$ cat src/hw/rtl/bda_pkg.sv
// Package for the binary to decimal ASCII converter.
// Holds the controller states, the command and status bundles and fixed constants.
// No dependencies.
package bda_pkg;

   // Width of the number port and of one character code.
   localparam int unsigned NUMBER_PORT_WIDTH = 32;
   localparam int unsigned CHAR_WIDTH        = 6;
   localparam int unsigned BCD_DIGIT_WIDTH   = 4;

   // ASCII code of '0' in the character width.
   localparam logic [CHAR_WIDTH-1:0] ASCII_ZERO = 6'd48;

   // Double-dabble correction: digits of five or more get three added before the shift.
   localparam logic [BCD_DIGIT_WIDTH-1:0] BCD_ADJUST_LIMIT = 4'd5;
   localparam logic [BCD_DIGIT_WIDTH-1:0] BCD_ADJUST_ADD   = 4'd3;

   // Controller states.
   typedef enum logic [1:0] {
      STATE_IDLE,
      STATE_CONVERT,
      STATE_SKIP,
      STATE_EMIT
   } state_type;

   // Commands from the controller to the datapath.
   typedef struct packed {
      logic load;
      logic convert_step;
      logic digit_shift;
   } dp_cmd_type;

   // Status from the datapath to the controller.
   typedef struct packed {
      logic top_zero;
   } dp_status_type;

endpackage

$ cat src/hw/rtl/binary_to_decimal_ascii.sv
// Binary to decimal ASCII converter: one unsigned number in, its decimal digits out,
// most significant first, leading zeros dropped, last marking the final digit.
// Sequence: one shift-add-3 step per number bit, then one skip per leading zero, then one
// strobe per digit. A new number is loaded only from idle, once the last digit is out.
// Results cannot be stalled. Reset returns to idle.
module binary_to_decimal_ascii import bda_pkg::*; #(
   parameter int unsigned NUMBER_WIDTH = 32
) (
   input  logic                          clock,
   input  logic                          reset,
   input  logic                          start,
   output logic                          busy,
   input  logic [NUMBER_PORT_WIDTH-1:0]  req_number,
   output logic                          rsp_valid,
   output logic [CHAR_WIDTH-1:0]         rsp_char_code,
   output logic                          rsp_last
);

   // Decimal digits of the largest NUMBER_WIDTH-bit value (1233/4096 ~ log10 2).
   localparam int unsigned DIGIT_COUNT = ((NUMBER_WIDTH * 1233) >> 12) + 1;

   dp_cmd_type    cmd;
   dp_status_type status;

   // Sequencing.
   bda_controller #(
      .NUMBER_WIDTH (NUMBER_WIDTH),
      .DIGIT_COUNT  (DIGIT_COUNT)
   ) u_controller (
      .clock  (clock),
      .reset  (reset),
      .start  (start),
      .status (status),
      .cmd    (cmd),
      .busy   (busy),
      .valid  (rsp_valid),
      .last   (rsp_last)
   );

   // Conversion registers.
   bda_datapath #(
      .NUMBER_WIDTH (NUMBER_WIDTH),
      .DIGIT_COUNT  (DIGIT_COUNT)
   ) u_datapath (
      .clock     (clock),
      .number    (req_number),
      .cmd       (cmd),
      .status    (status),
      .char_code (rsp_char_code)
   );

endmodule

$ cat src/hw/rtl/bda_datapath.sv
// Datapath of the binary to decimal ASCII converter: binary shift register,
// BCD accumulator with shift-add-3 correction, and digit emission shift.
// Depends on bda_pkg.
module bda_datapath import bda_pkg::*; #(
   parameter int unsigned NUMBER_WIDTH = 32,
   parameter int unsigned DIGIT_COUNT  = 10
) (
   input  logic                          clock,
   input  logic [NUMBER_PORT_WIDTH-1:0]  number,
   input  dp_cmd_type                    cmd,
   output dp_status_type                 status,
   output logic [CHAR_WIDTH-1:0]         char_code
);

   localparam int unsigned BCD_WIDTH = DIGIT_COUNT * BCD_DIGIT_WIDTH;

   logic [NUMBER_WIDTH-1:0] number_ext;
   logic [NUMBER_WIDTH-1:0] bin_ff;
   logic [NUMBER_WIDTH-1:0] bin_in;
   logic [BCD_WIDTH-1:0]    bcd_ff;
   logic [BCD_WIDTH-1:0]    bcd_in;
   logic [BCD_WIDTH-1:0]    bcd_adjusted;
   logic [BCD_DIGIT_WIDTH-1:0] top_digit;

   // Only the low NUMBER_WIDTH bits of the number are converted.
   generate
      if (NUMBER_WIDTH >= NUMBER_PORT_WIDTH) begin : g_extend
         assign number_ext = NUMBER_WIDTH'(number);
      end else begin : g_truncate
         assign number_ext = number[NUMBER_WIDTH-1:0];
      end
   endgenerate

   // Add three to every BCD digit that is five or more.
   always_comb begin
      for (int i = 0; i < int'(DIGIT_COUNT); i++) begin
         if (bcd_ff[i*BCD_DIGIT_WIDTH +: BCD_DIGIT_WIDTH] >= BCD_ADJUST_LIMIT) begin
            bcd_adjusted[i*BCD_DIGIT_WIDTH +: BCD_DIGIT_WIDTH] =
               bcd_ff[i*BCD_DIGIT_WIDTH +: BCD_DIGIT_WIDTH] + BCD_ADJUST_ADD;
         end else begin
            bcd_adjusted[i*BCD_DIGIT_WIDTH +: BCD_DIGIT_WIDTH] =
               bcd_ff[i*BCD_DIGIT_WIDTH +: BCD_DIGIT_WIDTH];
         end
      end
   end

   // Next values of the binary and BCD registers.
   always_comb begin
      bin_in = bin_ff;
      bcd_in = bcd_ff;
      priority if (cmd.load) begin
         bin_in = number_ext;
         bcd_in = '0;
      end else if (cmd.convert_step) begin
         bin_in = {bin_ff[NUMBER_WIDTH-2:0], 1'b0};
         bcd_in = {bcd_adjusted[BCD_WIDTH-2:0], bin_ff[NUMBER_WIDTH-1]};
      end else if (cmd.digit_shift) begin
         bcd_in = {bcd_ff[BCD_WIDTH-BCD_DIGIT_WIDTH-1:0], {BCD_DIGIT_WIDTH{1'b0}}};
      end
   end

   always_ff @(posedge clock) begin
      bin_ff <= bin_in;
      bcd_ff <= bcd_in;
   end

   // The most significant digit is the one on view.
   assign top_digit       = bcd_ff[BCD_WIDTH-1 -: BCD_DIGIT_WIDTH];
   assign status.top_zero = (top_digit == '0);
   assign char_code       = ASCII_ZERO + CHAR_WIDTH'(top_digit);

endmodule

$ cat src/hw/rtl/bda_controller.sv
// Controller of the binary to decimal ASCII converter: sequences the conversion
// steps, skips leading zero digits and strobes each digit out.
// Depends on bda_pkg.
module bda_controller import bda_pkg::*; #(
   parameter int unsigned NUMBER_WIDTH = 32,
   parameter int unsigned DIGIT_COUNT  = 10
) (
   input  logic          clock,
   input  logic          reset,
   input  logic          start,
   input  dp_status_type status,
   output dp_cmd_type    cmd,
   output logic          busy,
   output logic          valid,
   output logic          last
);

   localparam int unsigned BIT_CNT_WIDTH   = $clog2(NUMBER_WIDTH);
   localparam int unsigned DIGIT_CNT_WIDTH = $clog2(DIGIT_COUNT + 1);
   localparam logic [BIT_CNT_WIDTH-1:0]   LAST_BIT   = BIT_CNT_WIDTH'(NUMBER_WIDTH - 1);
   localparam logic [DIGIT_CNT_WIDTH-1:0] ALL_DIGITS = DIGIT_CNT_WIDTH'(DIGIT_COUNT);
   localparam logic [DIGIT_CNT_WIDTH-1:0] ONE_DIGIT  = DIGIT_CNT_WIDTH'(1);

   state_type                  state_ff;
   state_type                  state_in;
   logic [BIT_CNT_WIDTH-1:0]   bit_cnt_ff;
   logic [BIT_CNT_WIDTH-1:0]   bit_cnt_in;
   logic [DIGIT_CNT_WIDTH-1:0] digit_cnt_ff;
   logic [DIGIT_CNT_WIDTH-1:0] digit_cnt_in;
   logic                       final_bit;
   logic                       final_digit;

   assign final_bit   = (bit_cnt_ff == LAST_BIT);
   assign final_digit = (digit_cnt_ff == ONE_DIGIT);

   // Next state.
   always_comb begin
      state_in = state_ff;
      unique case (state_ff)
         STATE_IDLE: begin
            if (start) state_in = STATE_CONVERT;
         end
         STATE_CONVERT: begin
            if (final_bit) state_in = STATE_SKIP;
         end
         STATE_SKIP: begin
            if (!status.top_zero || final_digit) state_in = STATE_EMIT;
         end
         STATE_EMIT: begin
            if (final_digit) state_in = STATE_IDLE;
         end
         default: state_in = STATE_IDLE;
      endcase
   end

   // Outputs and datapath commands.
   always_comb begin
      cmd   = '0;
      busy  = 1'b1;
      valid = 1'b0;
      last  = 1'b0;
      unique case (state_ff)
         STATE_IDLE: begin
            busy     = 1'b0;
            cmd.load = start;
         end
         STATE_CONVERT: begin
            cmd.convert_step = 1'b1;
         end
         STATE_SKIP: begin
            cmd.digit_shift = status.top_zero && !final_digit;
         end
         STATE_EMIT: begin
            valid           = 1'b1;
            last            = final_digit;
            cmd.digit_shift = 1'b1;
         end
         default: busy = 1'b1;
      endcase
   end

   // Bit and digit counters.
   always_comb begin
      bit_cnt_in   = bit_cnt_ff;
      digit_cnt_in = digit_cnt_ff;
      unique case (state_ff)
         STATE_IDLE: begin
            bit_cnt_in = '0;
         end
         STATE_CONVERT: begin
            bit_cnt_in   = bit_cnt_ff + 1'b1;
            digit_cnt_in = ALL_DIGITS;
         end
         STATE_SKIP: begin
            if (status.top_zero && !final_digit) digit_cnt_in = digit_cnt_ff - 1'b1;
         end
         STATE_EMIT: begin
            digit_cnt_in = digit_cnt_ff - 1'b1;
         end
         default: bit_cnt_in = '0;
      endcase
   end

   always_ff @(posedge clock) begin
      if (reset) begin
         state_ff <= STATE_IDLE;
      end else begin
         state_ff <= state_in;
      end
   end

   always_ff @(posedge clock) begin
      bit_cnt_ff   <= bit_cnt_in;
      digit_cnt_ff <= digit_cnt_in;
   end

endmodule
$ cat config.mk
export PLATFORM = sky130hd
export DESIGN_NAME = binary_to_decimal_ascii
export DESIGN_NICKNAME = d
export VERILOG_FILES = /design/src/hw/rtl/bda_pkg.sv /design/src/hw/rtl/binary_to_decimal_ascii.sv /design/src/hw/rtl/bda_datapath.sv /design/src/hw/rtl/bda_controller.sv
export SDC_FILE = /design/constraint.sdc
export NUM_CORES = 1
export LEC_CHECK = 0
export BUFFER_PORTS_ARGS = -buffer_cell sky130_fd_sc_hd__buf_2
export CORE_ASPECT_RATIO = 0.75
export CORE_MARGIN = 10
export CORE_UTILIZATION = 46
export DETAILED_ROUTE_END_ITERATION = 10
export GPL_TIMING_DRIVEN = 0
export HOLD_SLACK_MARGIN = 0.05
export PLACE_DENSITY = 0.69
export REMOVE_ABC_BUFFERS = 1
export SKIP_LAST_GASP = 1
export SYNTH_ARGS = -nofsm -noshare
export SYNTH_HDL_FRONTEND = slang
export SYNTH_HIERARCHICAL = 1
export SYNTH_SLANG_ARGS = --single-unit
$ cat constraint.sdc
create_clock -name clock -period 3.1 [get_ports clock]
set_input_delay 0.155 -clock clock [delete_from_list [all_inputs] [get_ports clock]]
set_output_delay 0.155 -clock clock [all_outputs]
set_load 0.1 [all_outputs]
==> metrics.md, run 1 <==
| Metric | Value |
|---|---|
| Share of the synthesized area in the top cell type | 0.261 |
| Top Metal Used | met4 |
| Wl on met1 | about 4500 um |
| Starting DRC count in detailed routing | 250 |
| Routed wl met2 | 4190 um |
| Final hold violation count | 0 |
| Max-cap violations | 0 |
| R2R Setup Slk | 0.45 ns |
| Via count | 3444 |
| Buffers & Inverters on Critical Path | 2 |
| Combinational Power Share | 0.424 |
| # IOs | 44 |
| Synth area leader | edfxtp_1 |
| WP data required | 3.37 ns |
| Worst setup EP type | register |
| DRC | 0 |
| Crit path kind | reg2reg |
| Wire per inst | roughly 15 um |
| Worst Setup Start Kind | register |
| Ys Warns | 6 |
| Vias in the first global route | around 3500 |
| Top_reg_cell synth | dfxtp_1 |
| Critical path arrival | 2.92 ns |
| Hold path cells | 2 |
| Tcrit/Tclk final | 0.855 |
| Inst Count DP | approximately 600 |
| Crit path max-delay cell type | nor2b_1 |
| Syn Area/Cell | 10.5 um^2 |
| Post-synth EDFFs | 41 |
| Register area share after synthesis | 0.439 |
| # hold bufs at CTS | 1 |
| Num rows | 31 |
| Count leader, synth | dfxtp_1 |
| Syn Inst Count | between 400 and 500 |
| DR WL met3 | 531 um |
| Reg2reg end | u_datapath/bcd_ff[39]$_SDFFE_PP0P_ |
| Nets | 539 |
| Vias per inst | 5.62 |
| Final core utilization | 0.542 |
| Final setup fails | 0 |
| Status | completed |
| Pleak | 1.89 nW |
| Clk buf depth | 2 |
| Clock Latency Late Sink | roughly 0.33 ns |
| P_int | 3.39 mW |
| Largest net degree at the start of global routing | 57 |
| Sw frac | 0.388 |
| Power, Total | about 5.5 mW |
| Overall routed net length | 9310 um |
| Clock Pin Slew Worst Setup and Hold Paths | 0.06 ns |
| Postcts setup bufs | 0 |
| # diodes | 0 |
| Min cycle time layout | 2.65 ns |
| Slew margin rel. | 0.338 |
| Core area | ~9800 um^2 |
| Delay-heaviest family, CP | simple AND/OR/NAND/NOR gates |
| Starting density of the core | 0.481 |
| Flop pwr share | 0.369 |
| Switching power | 2.14 mW |
| RSZ-0062 raised after global routing | false |
| Worst-path cell chain | inv_1 > ha_1 > nor3b_1 > nand3_1 > nand2_2 > buf_12 > nor2b_1 > a32oi_1 > a21oi_1 |
| CP max FO | 41 |
| Die ar. | 14800 um^2 |
| First-pass GRT wire length | 16100 um |
| Measured slew at the worst slew-check pin | between 0.9 and 1 ns |
| Width of the die | 137 um |
| Layout area overhead | 12.8% |
| Final ANT Viol Nets | 0 |
| Synth top area cells | edfxtp_1 (26%), dfxtp_1 (18%), mux2_2 (7.9%), ha_1 (7.4%), a21oi_1 (3.4%) |
| Clock power share | 0.207 |
| Initial antenna violation count | 0 |
| HPWL Detailed | 6070 um |
| Non-Filler Instances | 613 |
| FF-to-FF path depth | 9 |
| CTS tree | yes |
| Worst hold endpoint | u_datapath/bin_ff[0]$_SDFFCE_PN0P_ |
| Count of cell types in the netlist | 44 |
| Die height | approximately 110 um |
| Share of async-settable or async-resettable flops after synthesis | 0 |
| Cell Area, Synth | between 4000 and 5000 um^2 |
| Gr usage total | 0.131 |
| Final GP Congestion | between 0.7 and 0.8 |
| Hold Crit Class | in2reg |
| Pwr dens | 1040 nW/um^2 |
| Commonest cells in the netlist | dfxtp_1 (42), edfxtp_1 (41), mux2_2 (33) |
| H-tree depth | 3 |
| FF-to-FF Start | u_datapath/bcd_ff[36]$_SDFFE_PP0P_ |
| Clock sink count | 83 |
| DR pass1 iterations | 5 |
| CTS Root Buffer Type | clkbuf_16 |
| Worst Min Path Start | req_number[0] |
| VDD IR-drop max | approximately 520 uV |
| Cts repair resizes | 0 |
| Max Fclk | about 380 MHz |
| Final slew viol count | 0 |
| CTS Buf Count | 9 |
| Share of cells above drive strength 1 | 0.216 |
| Port Buffer Count | 41 |
| GRT overflow | 0 |
| Final setup skew | ~0.0074 ns |
| Yosys reg bits | 83 |
| Max incr delay on CP | ~0.67 ns |
## worst register-to-register path, stage by stage, from the launching register on
cell and delay, ns:
dfxtp_1 0.35, inv_1 0.09, ha_1 0.23, nor3b_1 0.38, nand3_1 0.16, nand2_2 0.12, buf_12 0.23, nor2b_1 0.70
a32oi_1 0.16, a21oi_1 0.17
## sequential cells by signal (all words and copies together) (netlist names)
name                       flops
u_datapath/bcd_ff             40
u_datapath/bin_ff             32
u_controller/bit_cnt_ff        5
u_controller/digit_cnt_ff      4
u_controller/state_ff          2
## per-layer routing
layer	global-route usage	up-vias
met5	0	-
met4	0.0368	0
met3	0.0476	4
met2	0.201	71
met1	0.168	1654
li1	-	1715
## power by group through the flow
| stage | Sequential (mW) | Clock, mW | Combinational (mW) |
|---|---|---|---|
| after global placement | 2.05 | 0 | 2.26 |
| after detailed placement | 2.06 | 0 | 2.35 |
| final | 2.04 | 1.14 | 2.35 |
| after CTS | 2.05 | 1.18 | 2.36 |
| after global routing | 2.12 | 1.22 | 2.60 |
| after floorplan | 2.09 | 0 | 1.71 |
## cells in the final DEF (no fill, tap or decap), types with 18 or more instances in the layout
master,count
nand4b_1,18
buf_2,41
a21oi_1,32
nand2_1,20
dfxtp_1,42
a211oi_1,19
inv_1,27
edfxtp_1,41
ha_1,27
nor2_1,27
mux2_2,33
## per-stage QoR
| step | setup slack [ns] | hold slack, ns | cell area [um^2] | TNS [ns] |
|---|---|---|---|---|
| after floorplan | -2.16 | 0.228 | 4530 | -179.13 |
| after global placement | -3.86 | 0.344 | 4900 | -319.01 |
| after detailed placement | 0.445 | 0.351 | 4990 | 0 |
| after CTS | 0.454 | 0.0873 | 5320 | 0 |
| after global routing | 0.180 | 0.0980 | 5320 | 0 |
| final | 0.448 | 0.103 | 5320 | 0 |
## worst max path at each step
stage | start | endpoint | slack [ns] | depth (start not counted)
floorplan | u_controller/state_ff[0]$_SDFFE_PP0P_ | u_datapath/bin_ff[0]$_SDFFCE_PN0P_ | -2.16 | 6
finish | u_datapath/bcd_ff[36]$_SDFFE_PP0P_ | u_datapath/bcd_ff[39]$_SDFFE_PP0P_ | 0.45 | 9
global route | u_datapath/bcd_ff[36]$_SDFFE_PP0P_ | u_datapath/bcd_ff[27]$_SDFFE_PP0P_ | 0.18 | 9
detailed placement | u_controller/state_ff[0]$_SDFFE_PP0P_ | u_datapath/bcd_ff[37]$_SDFFE_PP0P_ | 0.45 | 8
global placement | u_controller/state_ff[0]$_SDFFE_PP0P_ | u_datapath/bcd_ff[34]$_SDFFE_PP0P_ | -3.86 | 7
CTS | u_controller/state_ff[0]$_SDFFE_PP0P_ | u_datapath/bcd_ff[37]$_SDFFE_PP0P_ | 0.45 | 8
## cells by family (layout without fill, tap and decap cells)
| group | Yosys count | after routing | share of synthesized area |
|---|---|---|---|
| DFF | 83 | 83 | 0.439 |
| adders and majority gates | 28 | 28 | 0.0743 |
| AOI/OAI and AO/OA | 105 | 105 | 0.148 |
| and+or+nand+nor | 119 | 119 | 0.151 |
| xor gates and xnor gates | 4 | 4 | 0.00743 |
| buffers and inverters | 58 | 90 | 0.0636 |
| other | 1 | 2 | 0.000795 |
| muxes | 50 | 50 | 0.116 |
## final cells by class
cell class / instances / area (um^2)
inverter: 28 / 105
clock inverter: 4 / 75.1
clock buffer: 12 / 246
tap: 132 / 165
multi-input combinational: 308 / 2360
fill: 877 / 4490
sequential: 83 / 2070
timing repair buffer: 46 / 295
No activity file was read; power rests on OpenSTA's default activity.
==> run 2: changes to the inputs <==
--- a/config.mk
+++ b/config.mk
@@ -6,13 +6,15 @@
 export NUM_CORES = 1
 export LEC_CHECK = 0
 export BUFFER_PORTS_ARGS = -buffer_cell sky130_fd_sc_hd__buf_2
+export CELL_PAD_IN_SITES_DETAIL_PLACEMENT = 0
+export CELL_PAD_IN_SITES_GLOBAL_PLACEMENT = 1
 export CORE_ASPECT_RATIO = 0.75
 export CORE_MARGIN = 10
 export CORE_UTILIZATION = 46
 export DETAILED_ROUTE_END_ITERATION = 10
 export GPL_TIMING_DRIVEN = 0
 export HOLD_SLACK_MARGIN = 0.05
-export PLACE_DENSITY = 0.69
+export PLACE_DENSITY = 0.83
 export REMOVE_ABC_BUFFERS = 1
 export SKIP_LAST_GASP = 1
 export SYNTH_ARGS = -nofsm -noshare
==> run 2 against run 1 <==
Net effect: final cell count is the same; global-route usage increased by 0.095 points; fmax down 3.3%; non-clock buffer count did not move; clock skew fell by 0.0037 ns; wire length is 2.4% higher; cell area up 0.21%; worst setup slack got worse by 0.091 ns; first-iteration DRC count is 26% lower; largest cell class unchanged.
==> metrics.md, run 2 (same netlist as run 1, synthesis figures left out) <==
| Metric | Value |
|---|---|
| Pleak | 1.91 nW (+0.78%) |
| Cell Area, Placed | 4990 um^2 (unchanged) |
| Max-cap violations | 0 (unchanged) |
| FF-to-FF path depth | 8 (-1) |
| Switching power | 2.16 mW (+0.83%) |
| Final setup skew | 0.00370 ns (-0.00367 ns) |
| Final slew viol count | 0 (unchanged) |
| Top flop regs | u_datapath/bcd_ff (40), u_datapath/bin_ff (32), u_controller/bit_cnt_ff (5) |
| Crit path max-delay cell type | inv_2 |
| Inst Count DP | 596 (unchanged) |
| Gr usage total | 0.132 (+0.000947) |
| GRT overflow | 0 (unchanged) |
| Fin area | 5330 um^2 (+0.21%) |
| Final hold violation count | 0 (unchanged) |
| RSZ-0062 raised after global routing | false |
| Most common cell after layout, fill and taps aside | dfxtp_1 |
| DRC | 0 (unchanged) |
| WP data required | 3.27 ns (-0.10 ns) |
| Non-Filler Instances | 613 (unchanged) |
| Fillers | 857 (-2.3%) |
| DR pass1 iterations | 4 (-1) |
| Worst setup EP type | register |
| CTS Root Buffer Type | clkbuf_16 |
| Overall routed net length | 9530 um (+2.4%) |
| Die ar. | 14800 um^2 (unchanged) |
| Pwr dens | 1050 nW/um^2 (+1.1%) |
| Sw frac | 0.386 (-0.00201) |
| Die height | 108 um (unchanged) |
| Clock sink count | 83 (unchanged) |
| Crit path kind | reg2reg |
| Leading cell types in the layout, fill and taps excluded | dfxtp_1 (42), buf_2 (41), edfxtp_1 (41), mux2_2 (33), a21oi_1 (32) |
| Max FFs per register | 40 (unchanged) |
| Flop pwr share | 0.365 (-0.004) |
| CP max FO | 45 (+9.8%) |
| CTS Buf Count | 9 (unchanged) |
| Clock Pin Slew Worst Setup and Hold Paths | 0.06 ns (about the same) |
| Crit-path most repeated cell | inv_1 |
| VDD IR-drop max | 455 uV (-12%) |
| Nets | 539 (unchanged) |
| Share of cells above drive strength 1 | 0.216 (unchanged) |
| Wire per inst | 15.5 um (+2.4%) |
| Largest Register | u_datapath/bcd_ff |
| Core area | 9810 um^2 (unchanged) |
| # IOs | 44 (unchanged) |
| Starting density of the core | 0.481 (unchanged) |
| Slew margin rel. | 0.347 (+0.00884) |
| Layout area overhead | 13.0% |
| Max incr delay on CP | 0.72 ns (+0.05 ns) |
| Final setup fails | 0 (unchanged) |
| Delay-heaviest family, CP | buffers and inverters |
| Worst-path cell chain | inv_1 > ha_1 > inv_1 > nor2_4 > buf_12 > nor2_2 > inv_2 > o221ai_1 |
| Min cycle time layout | 2.74 ns (+0.0905 ns) |
| R2R Setup Slk | 0.36 ns (-0.09 ns) |
| Vias per inst | 5.56 (-1.1%) |
| Width of the die | 137 um (unchanged) |
| Combinational Power Share | 0.420 (-0.004) |
| P_int | 3.44 mW (+1.7%) |
| Vias in the first global route | 3347 (-3.0%) |
| Final core utilization | 0.543 (+0.00115) |
| Final ANT Viol Nets | 0 (unchanged) |
| Clock power share | 0.214 (+0.007) |
| Clock Latency Late Sink | 0.33 ns (about the same) |
| Power, Total | 5.61 mW (+1.4%) |
| Largest net degree at the start of global routing | 46 (-19%) |
| TNS Setup | 0 ns (unchanged) |
| Hold path cells | 2 (unchanged) |
| Max Fclk | 365 MHz (-3.3%) |
| H-tree depth | 3 (unchanged) |
| Starting DRC count in detailed routing | 186 (-26%) |
| Hold Crit Class | in2reg |
| Tcrit/Tclk final | 0.885 (+0.0292) |
| CTS tree | yes |
| Final GP Congestion | 0.727 (-1.9%) |
| Measured slew at the worst slew-check pin | 0.978 ns (-0.0147 ns) |
| Worst Setup Start Kind | register |
| Critical path arrival | 2.91 ns (about the same) |
| Clk buf depth | 2 (unchanged) |
| Via count | 3407 (-1.1%) |
| HPWL Detailed | 6370 um (+4.9%) |
| Buffers & Inverters on Critical Path | 4 (+2) |
| Stages on the worst setup path | 8 (-1) |
| # diodes | 0 (unchanged) |
| Initial antenna violation count | 0 (unchanged) |
| First-pass GRT wire length | 16000 um (-0.81%) |
| Port Buffer Count | 41 (unchanged) |
| Status | completed |
| Num rows | 31 (unchanged) |
==> run 2: cell count changes in the layout (fill, tap and decap cells not counted) <==
| cell | before | now |
|---|---|---|
| clkinv_1 | 0 | 1 |
| clkbuf_8 | 1 | 0 |
| clkinvlp_4 | 2 | 0 |
| clkbuf_1 | 2 | 1 |
| clkinv_2 | 0 | 2 |
| bufinv_16 | 2 | 3 |
==> run 2: cell type report <==
class	instances	area, um^2	area share
clock buffer	10	229	0.0429
sequential	83	2070	0.389
multi-input combinational	308	2360	0.443
inverter	28	105	0.0197
timing repair buffer	46	295	0.0554
tap	132	165	0.0310
clock inverter	6	104	0.0195
==> run 2: timing repair <==
item / CTS / global route
buffers inserted: 0 / 0
endpoints found under the hold margin: 1 / 0
hold buffers: 1 / 0
gates resized for setup: 0 / 0
==> run 2: path summary, 6_finish.rpt <==
check | to | start
hold / removal | u_datapath/bin_ff[0]$_SDFFCE_PN0P_ | req_number[0]
setup / recovery | u_datapath/bcd_ff[17]$_SDFFE_PP0P_ | u_controller/state_ff[0]$_SDFFE_PP0P_
setup reg to reg | u_datapath/bcd_ff[17]$_SDFFE_PP0P_ | u_controller/state_ff[0]$_SDFFE_PP0P_
hold reg to reg | u_datapath/bcd_ff[0]$_SDFFE_PP0P_ | u_datapath/bin_ff[31]$_DFFE_PP_
==> run 2: power by group through the flow <==
stage               Sequential [mW]  Clock (mW)  Combinational (mW)
finish                         2.05        1.20                2.36
floorplan                      2.09           0                1.71
global placement               2.05           0                2.27
global route                   2.12        1.27                2.61
CTS                            2.05        1.24                2.37
detailed placement             2.07           0                2.36
==> run 2: metal layers <==
layer  share of wire  up-vias  GRT usage  routed length [um]
li1                -     1717          -                   -
met1            0.50     1636      0.170                4750
met2            0.44       47      0.204                4180
met3           0.055        7     0.0476                 524
met4          0.0080        0     0.0338                  76
met5               0        -          0                   0
==> run 2: stage by stage <==
stage	hold WS, ns	setup WS [ns]
after floorplan	0.228	-2.16
after global placement	0.345	-3.92
after detailed placement	0.351	0.327
after CTS	0.0947	0.302
after global routing	0.114	0.0820
final	0.107	0.358
==> run 3: changes to the inputs <==
--- a/config.mk
+++ b/config.mk
@@ -10,11 +10,11 @@
 export CELL_PAD_IN_SITES_GLOBAL_PLACEMENT = 1
 export CORE_ASPECT_RATIO = 0.75
 export CORE_MARGIN = 10
-export CORE_UTILIZATION = 46
+export CORE_UTILIZATION = 40
 export DETAILED_ROUTE_END_ITERATION = 10
 export GPL_TIMING_DRIVEN = 0
 export HOLD_SLACK_MARGIN = 0.05
-export PLACE_DENSITY = 0.83
+export PLACE_DENSITY = 0.74
 export REMOVE_ABC_BUFFERS = 1
 export SKIP_LAST_GASP = 1
 export SYNTH_ARGS = -nofsm -noshare
==> run 3 against run 2 <==
Net effect: worst setup slack better by 0.086 ns; sequential share of layout area up 0.091 points; via count grew 0.59%; final cell count increased by 4.7%; fmax up 3.2%; first-iteration DRC count up 13%; count of clock-buffer cells in the layout fell by 1; utilization fell by 8.4 points; worst hold slack improved by 0.0088 ns; critical path type unchanged.
==> metrics.md, run 3 (same netlist as run 1, synthesis figures left out) <==
| Metric | Value |
|---|---|
| Leading cell types in the layout, fill and taps excluded | dfxtp_1 (42), buf_2 (41), edfxtp_1 (41), mux2_2 (33), a21oi_1 (32) |
| Fillers | 1112 (+30%) |
| DR pass1 iterations | 5 (+1) |
| Nets | 539 (unchanged) |
| Width of the die | 145 um (+6.2%) |
| Pleak | 1.88 nW (-1.7%) |
| DRC | 0 (unchanged) |
| GRT overflow | 0 (unchanged) |
| Worst Setup Start Kind | register |
| Port Buffer Count | 41 (unchanged) |
| # hold bufs at CTS | 1 (unchanged) |
| First-pass GRT wire length | 16300 um (+2.1%) |
| Starting density of the core | 0.408 (-0.0730) |
| Largest net degree at the start of global routing | 58 (+26%) |
| Critical path arrival | 2.83 ns (-0.08 ns) |
| Crit path kind | reg2reg |
| Non-Filler Instances | 642 (+4.7%) |
| Final setup fails | 0 (unchanged) |
| Pwr dens | 1020 nW/um^2 (-3.1%) |
| Clock Latency Late Sink | 0.34 ns (about the same) |
| Pre-CTS WS | 0.391 ns (+0.0642 ns) |
| Clock sink count | 83 (unchanged) |
| Final hold violation count | 0 (unchanged) |
| Vias in the first global route | 3418 (+2.1%) |
| Final GP Congestion | 0.740 (+1.7%) |
| Fin area | 5320 um^2 (-0.23%) |
| Status | completed |
| Most common cell after layout, fill and taps aside | dfxtp_1 |
| P_int | 3.27 mW (-5.1%) |
| Die height | 114 um (+5.9%) |
| Sw frac | 0.396 (+0.0109) |
| CP max FO | 45 (unchanged) |
| Starting DRC count in detailed routing | 210 (+13%) |
| CTS Buf Count | 9 (unchanged) |
| Die ar. | 16600 um^2 (+12%) |
| Tcrit/Tclk final | 0.857 (-0.0276) |
| Final setup skew | 0.00754 ns (+0.00384 ns) |
| # diodes | 0 (unchanged) |
| Initial antenna violation count | 0 (unchanged) |
| Num rows | 34 (+9.7%) |
| Hold Crit Class | in2reg |
| Max-cap violations | 0 (unchanged) |
| Via count | 3427 (+0.59%) |
| # IOs | 44 (unchanged) |
| Core area | 11600 um^2 (+18%) |
| Inst Count DP | 626 (+5.0%) |
| Flop pwr share | 0.377 (+0.012) |
| R2R Setup Slk | 0.44 ns (+0.09 ns) |
| Clock Pin Slew Worst Setup and Hold Paths | 0.06 ns (about the same) |
| Cell Area, Placed | 5030 um^2 (+0.75%) |
| Largest Register | u_datapath/bcd_ff |
| Max FFs per register | 40 (unchanged) |
| Final worst slack | 0.443 ns (+0.0856 ns) |
| WP data required | 3.28 ns (about the same) |
| Slew margin rel. | 0.341 (-0.00617) |
| RSZ-0062 raised after global routing | false |
| Worst setup EP type | register |
| VDD IR-drop max | 547 uV (+20%) |
| Combinational Power Share | 0.431 (+0.011) |
| Wire per inst | 14.9 um (-4.4%) |
| Final slew viol count | 0 (unchanged) |
| Clock power share | 0.192 (-0.022) |
| TNS Setup | 0 ns (unchanged) |
| Switching power | 2.15 mW (-0.62%) |
| Share of cells above drive strength 1 | 0.215 (-0.00163) |
| HPWL Detailed | 6160 um (-3.2%) |
| Overall routed net length | 9540 um (+0.16%) |
| Gr usage total | 0.117 (-0.0151) |
| Clk buf depth | 2 (unchanged) |
| Final core utilization | 0.460 (-0.0836) |
| Postcts setup bufs | 0 (unchanged) |
| Top flop regs | u_datapath/bcd_ff (40), u_datapath/bin_ff (32), u_controller/bit_cnt_ff (5) |
| CTS tree | yes |
| Measured slew at the worst slew-check pin | 0.988 ns (+0.0107 ns) |
| Min cycle time layout | 2.66 ns (-0.0856 ns) |
| Final ANT Viol Nets | 0 (unchanged) |
| Max Fclk | 376 MHz (+3.2%) |
| Vias per inst | 5.34 (-4.0%) |
| Layout area overhead | 12.8% |
| CTS Root Buffer Type | clkbuf_16 |
| H-tree depth | 3 (unchanged) |
| Cts repair resizes | 0 (unchanged) |
[run 3: cell types whose count changed in the layout (fill, tap and decap cells not counted)]
| cell | change |
|---|---|
| clkbuf_1 | -1 |
| clkinv_2 | -1 |
| bufinv_16 | -2 |
| clkinv_1 | +1 |
| clkinvlp_4 | +2 |
[run 3: path summary, 6_finish.rpt]
kind                                                       startpoint                            endpoint  cells after the start
worst max-delay path            u_controller/state_ff[0]$_SDFFE_PP0P_  u_datapath/bcd_ff[29]$_SDFFE_PP0P_                      8
worst min-delay path                                   req_number[20]     u_datapath/bin_ff[20]$_DFFE_PP_                      2
worst max register to register  u_controller/state_ff[0]$_SDFFE_PP0P_  u_datapath/bcd_ff[29]$_SDFFE_PP0P_                      8
worst min register to register        u_datapath/bin_ff[31]$_DFFE_PP_   u_datapath/bcd_ff[0]$_SDFFE_PP0P_                      2
[run 3: critical path, stage by stage (launching register included)]
cell      delay (ns)
dfxtp_1         0.33
inv_1           0.10
ha_1            0.25
inv_1           0.11
nor2_4          0.30
buf_12          0.25
nor2_2          0.13
inv_2           0.71
o221ai_1        0.25
[run 3: area by class of cell]
| type | instances | area, um^2 | area share |
|---|---|---|---|
| Sequential cell | 83 | 2070 | 0.389 |
| Multi-Input combinational cell | 308 | 2360 | 0.444 |
| Inverter | 28 | 105 | 0.0198 |
| Tap cell | 162 | 203 | 0.0381 |
| Clock inverter | 6 | 57.6 | 0.0108 |
| Timing Repair Buffer | 46 | 295 | 0.0555 |
| Clock buffer | 9 | 225 | 0.0423 |
[run 3: through the flow]
| stage | hold WS (ns) | power, mW |
|---|---|---|
| 2_1_floorplan | 0.228 | 3.81 |
| 3_5_place_dp | 0.346 | 4.42 |
| 3_3_place_gp | 0.346 | 4.33 |
| 6_report | 0.115 | 5.42 |
| 4_1_cts | 0.101 | 5.50 |
| 5_1_grt | 0.103 | 5.83 |
[run 3: power groups by stage]
stage,registers [mW],logic (mW),clock network (mW)
floorplan,2.09,1.71,0
global placement,2.05,2.28,0
detailed placement,2.06,2.36,0
CTS,2.05,2.37,1.08
global route,2.12,2.59,1.12
finish,2.04,2.33,1.04
[run 3: routing by layer]
layer | track usage | vias up | part of all wire
li1 | - | 1720 | -
met1 | 0.151 | 1642 | 0.49
met5 | 0 | - | 0
met3 | 0.0419 | 4 | 0.055
met2 | 0.179 | 61 | 0.46
met4 | 0.0363 | 0 | 0.0027
